### src/hdl/fdbq_pkg.sv
// Package: constants and helpers for the bf16-quantising single-precision divider.
package fdbq_pkg;

  localparam int unsigned NumSteps   = 32;
  localparam int unsigned StepsPerSt = 4;
  localparam int unsigned NumDivSt   = NumSteps / StepsPerSt;

  localparam logic [31:0] PosInf  = 32'h7f80_0000;
  localparam logic [31:0] MagMask = 32'h7fff_ffff;
  localparam logic [31:0] SeMask  = 32'hff80_0000;
  localparam logic [31:0] Bias    = 32'h3f80_0000;

  // Round to bfloat16 (nearest even) and widen back; quieten NaNs.
  function automatic logic [31:0] bf16_round_trip(input logic [31:0] x);
    logic [31:0] sum;
    logic [15:0] h;
    begin
      sum = x + 32'h0000_7fff + {31'd0, x[16]};
      if ((x & MagMask) > PosInf) begin
        h = x[31:16] | 16'h0040;
      end else begin
        h = sum[31:16];
      end
      return {h, 16'h0000};
    end
  endfunction

endpackage

### src/hdl/fp32_divider_bf16_quantize_core.sv
// Top level: pipelined single-precision divider with optional bf16 input rounding.
// Pipeline: ten register stages: one operand stage, eight mantissa stages of four
// restoring steps each, and the output register fed by the packing logic.
// Throughput: one request per cycle; a stall at the output freezes the whole pipe.
// Reset: rst_ni asynchronous active low clears the stage valid bits and the
// quantize register; payload registers are not reset.
module fp32_divider_bf16_quantize_core import fdbq_pkg::*; (
  input  logic        clk_i,
  input  logic        rst_ni,
  input  logic        cfg_valid_i,
  output logic        cfg_ready_o,
  input  logic        quantize_inputs_i,
  input  logic        in_valid_i,
  output logic        in_ready_o,
  input  logic [31:0] dividend_bits_i,
  input  logic [31:0] divisor_bits_i,
  output logic        out_valid_o,
  input  logic        out_ready_i,
  output logic [31:0] quotient_bits_o
);

  localparam int unsigned NumSt = NumDivSt + 2;

  typedef struct packed {
    logic [31:0] a;
    logic [31:0] b;
    logic [32:0] rem;   // partial remainder, wide enough for doubled values
    logic [31:0] q;
  } stage_t;

  logic              quant_q;
  logic [NumSt-1:0]  vld_q;
  stage_t            st_q [NumDivSt+1];
  logic [31:0]       res_d;
  logic              adv;
  logic [31:0]       a_in;
  logic [31:0]       b_in;

  // Advance everything when the output slot is free or being drained.
  assign adv         = !vld_q[NumSt-1] || out_ready_i;
  assign in_ready_o  = adv;
  assign cfg_ready_o = 1'b1;

  always_ff @(posedge clk_i or negedge rst_ni) begin
    if (!rst_ni) begin
      quant_q <= 1'b0;
    end else if (cfg_valid_i) begin
      quant_q <= quantize_inputs_i;
    end
  end

  always_ff @(posedge clk_i or negedge rst_ni) begin
    if (!rst_ni) begin
      vld_q <= '0;
    end else if (adv) begin
      vld_q <= {vld_q[NumSt-2:0], in_valid_i};
    end
  end

  // Operand stage: optional quantisation, seed the mantissa divider.
  assign a_in = quant_q ? bf16_round_trip(dividend_bits_i) : dividend_bits_i;
  assign b_in = quant_q ? bf16_round_trip(divisor_bits_i) : divisor_bits_i;

  always_ff @(posedge clk_i) begin
    if (adv) begin
      st_q[0].a   <= a_in;
      st_q[0].b   <= b_in;
      st_q[0].rem <= {9'd0, 1'b1, a_in[22:0]};
      st_q[0].q   <= '0;
    end
  end

  // Restoring division stages, four steps per stage.
  for (genvar s = 1; s <= NumDivSt; s++) begin : g_div
    stage_t nxt;
    always_comb begin
      logic [32:0] den;
      nxt = st_q[s-1];
      den = {9'd0, 1'b1, nxt.b[22:0]};
      for (int k = 0; k < StepsPerSt; k++) begin
        nxt.q = {nxt.q[30:0], 1'b0};
        if (nxt.rem >= den) begin
          nxt.q[0] = 1'b1;
          nxt.rem  = nxt.rem - den;
        end
        nxt.rem = {nxt.rem[31:0], 1'b0};
      end
    end
    always_ff @(posedge clk_i) begin
      if (adv) begin
        st_q[s] <= nxt;
      end
    end
  end

  // Pack sign/exponent and mantissa, apply special cases.
  always_comb begin
    stage_t      p;
    logic        shift;
    logic [31:0] qn;
    logic [31:0] r;
    p     = st_q[NumDivSt];
    shift = !p.q[31];
    qn    = shift ? {p.q[30:0], 1'b0} : p.q;
    r     = (p.a & SeMask) - (p.b & SeMask) + Bias - (shift ? 32'h0080_0000 : 32'd0);
    r     = r | ((qn & 32'h7fff_ff00) >> 8);
    if ((p.a[31] ^ p.b[31]) != r[31]) begin
      r = PosInf;
    end
    if ((p.a & MagMask) == 32'd0) begin
      res_d = p.a;
    end else if ((p.b & MagMask) == 32'd0) begin
      res_d = PosInf;
    end else begin
      res_d = r;
    end
  end

  logic [31:0] out_q;
  always_ff @(posedge clk_i) begin
    if (adv) begin
      out_q <= res_d;
    end
  end

  assign out_valid_o     = vld_q[NumSt-1];
  assign quotient_bits_o = out_q;

  // The output register only changes while it is free or drained.
  assert property (@(posedge clk_i) disable iff (!rst_ni)
    out_valid_o && !out_ready_i |=> out_valid_o && $stable(quotient_bits_o))
    else $error("stalled result changed");
  assert property (@(posedge clk_i) disable iff (!rst_ni)
    in_ready_o == (!out_valid_o || out_ready_i))
    else $error("input ready does not follow output slot");
  assert property (@(posedge clk_i) disable iff (!rst_ni)
    !in_ready_o |=> $stable(vld_q))
    else $error("pipeline moved while stalled");

endmodule

### config.mk
export PLATFORM = sky130hd
export DESIGN_NAME = fp32_divider_bf16_quantize_core
export DESIGN_NICKNAME = d
export VERILOG_FILES = /design/src/hdl/fdbq_pkg.sv /design/src/hdl/fp32_divider_bf16_quantize_core.sv
export SDC_FILE = /design/constraint.sdc
export NUM_CORES = 2
export LEC_CHECK = 0
export BUFFER_PORTS_ARGS = -buffer_cell sky130_fd_sc_hd__buf_2
export CAP_MARGIN = 20
export CORE_MARGIN = 3
export CORE_UTILIZATION = 65
export DETAILED_ROUTE_END_ITERATION = 6
export PLACE_DENSITY = 0.87
export SLEW_MARGIN = 20
export SYNTH_ARGS = -nofsm -noshare
export SYNTH_HDL_FRONTEND = slang
export SYNTH_SLANG_ARGS = --single-unit
### constraint.sdc
create_clock -name clk_i -period 41.6 [get_ports clk_i]
set_clock_uncertainty 0.1 [all_clocks]
set_input_delay 2.08 -clock clk_i [delete_from_list [all_inputs] [get_ports clk_i]]
set_output_delay 2.08 -clock clk_i [all_outputs]
set_load 0.05 [all_outputs]
==> results.toml <==
[yosys]
yosysWarnings = 0
yosysUniqueCellTypes = 102
syn-instance-count = 7270
syn_nets = 7923
synth.most_common_cell = "edfxtp_1"
syn_area_um2 = 69500
yosys.area.top_type = "edfxtp_1"
ys_ff_latch = 945
synth_area_leaders = "edfxtp_1 40%, ha_1 10%, xnor2_1 4.5%"
synth.avg_cell_area_um2 = 9.57
synth_edf_count = 934
ys_async_sr_fraction = 0.0116
seq_area_frac_synth = 0.407
netlist_top_cells_count = "934 x edfxtp_1, 665 x nand2_1, 614 x a21oi_1, 576 x nor2_1, 574 x ha_1"
synth_ff_type = "edfxtp_1"
yosysTopAreaCellShare = 0.403

[timing]
layout_min_cycle_time_ns = 18.25
setup-tns-final_ns = 0
rsz0062_at_grt = "false"
hold_violations = 0
max_freq_mhz = 54.8
maxSlewHeadroom = 0.248
tightest_slew_ns = 1.13
maxSlewViolCount = 0
setup-violations-final = 0
fin_crit_sh = 0.439

[grt]
grt_pass1_wl_um = 310000
grt_pass1_vias = 55900
antenna_found_initial = 20
grt_max_degree = 207
grtUsageTotal = 0.352
grt_remaining_overflow = 0

[setup_path]
crit_fanout = 47
critPathKind = "flip-flop to flip-flop"
cp-start-kind = "flip-flop"
crit_family = "compound AO/OA/AOI/OAI gates"
max_stage_delay_ns = 0.83
path_buf_inv = 6
slowest_stage = "o311ai_0"
worstPathRequired_ns = 41.96
arrival_ns = 18.61
critPathCaptureType = "flip-flop"
cp_common_cell = "a21oi_1"

[clock_tree]
cts_made_buffers = 96
cts_buffer_depth = 3
ctsHoldBuffers = 0
clk_pin_slew_ns = 0.07
clock_latency_ns = 0.74
root_buffer = "clkbuf_16"
postCtsResizedCells = 0
cts_sinks = 945
tritoncts = "done"
cts_max_level = 3
postCtsSetupBuffers = 0

[route]
wirelength_um = 201000
drt_iter0_drc = 7039
drc = 7
first_pass_iters = 7
wire_per_inst_um = 22.8
ant_nets = 0
post_drt_via_cell_ratio = 6.69
vias = 58900

[floorplanning]
coreArea_um2 = 106000
die_h_um = 333
io_pins = 105
num_rows = 119
die_area_um2 = 111000
start_util = 0.658
die_w_um = 333

[final_layout]
fin_cells = 8807
design_area_um2 = 74800
areaGrowthSynthToFinish_pct = 7.57
multi_input_area_um2 = 39100
post-route-util = 0.708
drive_above_1_share = 0.0730
finalNetCount = 7979
seq_area_um2 = 28300
nFillCells = 7541

[outcome]
status = "finished, violations left"
failed_checks = "design-rule violations"

[placed_design]
dp_hpwl_um = 147000
portBuffers = 103
gp_congestion = 0.996
placed_cell_area_um2 = 71400
placed_cells = 8619

[hold_path]
hold_class = "flip-flop to flip-flop"

[flow_run]
drv_cap = 0
[metrics by stage]
step / hold WS [ns] / worst slack, ns
6_report: 0.276 / 23.35
5_1_grt: 0.274 / 22.79
3_5_place_dp: 0.305 / 24.97
2_1_floorplan: 0.300 / 10.04
4_1_cts: 0.282 / 24.40
3_3_place_gp: 0.300 / 25.30
[registers in the layout, summed over array words and instances (netlist names)]
signal	flops
vld_q	10
quant_q	1
quotient_bits_o	32
st_q	902
[layout by cell type (no fill, tap or decap), drive strengths merged, types with 42 or more instances in the layout]
cell type / instances
a21o: 250
edfxtp: 934
o21bai: 90
nor3: 144
o31ai: 72
buf: 142
clkinv: 44
xor2: 196
and3: 62
nor2: 576
nand3: 167
o21ai: 495
and2: 68
inv: 387
nor4: 72
a31oi: 54
mux2: 134
ha: 574
o211ai: 57
nand2b: 119
nor2b: 112
or3: 57
clkbuf: 109
a211oi: 75
mux2i: 51
o21a: 116
or2: 42
a21oi: 614
a21boi: 49
xnor2: 359
nand2: 665
nand4: 111
[path summary, 6_finish.rpt]
kind                                              from                 endpoint  slack, ns  depth (start not counted)
worst max-delay path            st_q[0][717]$_DFFE_PP_   st_q[0][825]$_DFFE_PP_      23.35                         58
worst min-delay path            st_q[0][885]$_DFFE_PP_  st_q[0][1014]$_DFFE_PP_       0.28                          0
worst max register to register  st_q[0][717]$_DFFE_PP_   st_q[0][825]$_DFFE_PP_      23.35                         58
worst min register to register  st_q[0][885]$_DFFE_PP_  st_q[0][1014]$_DFFE_PP_       0.28                          0
max in group asynchronous                       rst_ni     vld_q[7]$_DFFE_PN0P_      40.03                          1
min in group asynchronous                       rst_ni     vld_q[8]$_DFFE_PN0P_       1.13                          1
[final cells by class]
| type | count | area share |
|---|---|---|
| sequential | 945 | 0.379 |
| clock buffer | 109 | 0.0328 |
| tap | 1391 | 0.0233 |
| timing repair buffer | 142 | 0.0111 |
| clock inverter | 73 | 0.0124 |
| multi-input combinational | 5763 | 0.523 |
| antenna | 6 | 0.000201 |
| inverter | 378 | 0.0190 |
[cells by family after synthesis]
kind of cell / synth area share
mux: 0.0291
flops: 0.407
xor+xnor: 0.0699
compound gates: 0.195
other cells: 0.0000539
buf+inv: 0.0309
simple gates: 0.162
fa+ha+maj: 0.106
[layer usage]
metal  GRT usage  vias to the layer above  routed length, um
met1       0.458                    27600              79900
li1            -                    27200                  -
met4       0.179                       12              12100
met2       0.558                     3290              89900
met5           0                        -                127
met3      0.0787                      840              19200
Power is left out: the tool's default activity adds up to more than one toggle a clock period on the data nets, which glitch-free logic cannot reach.
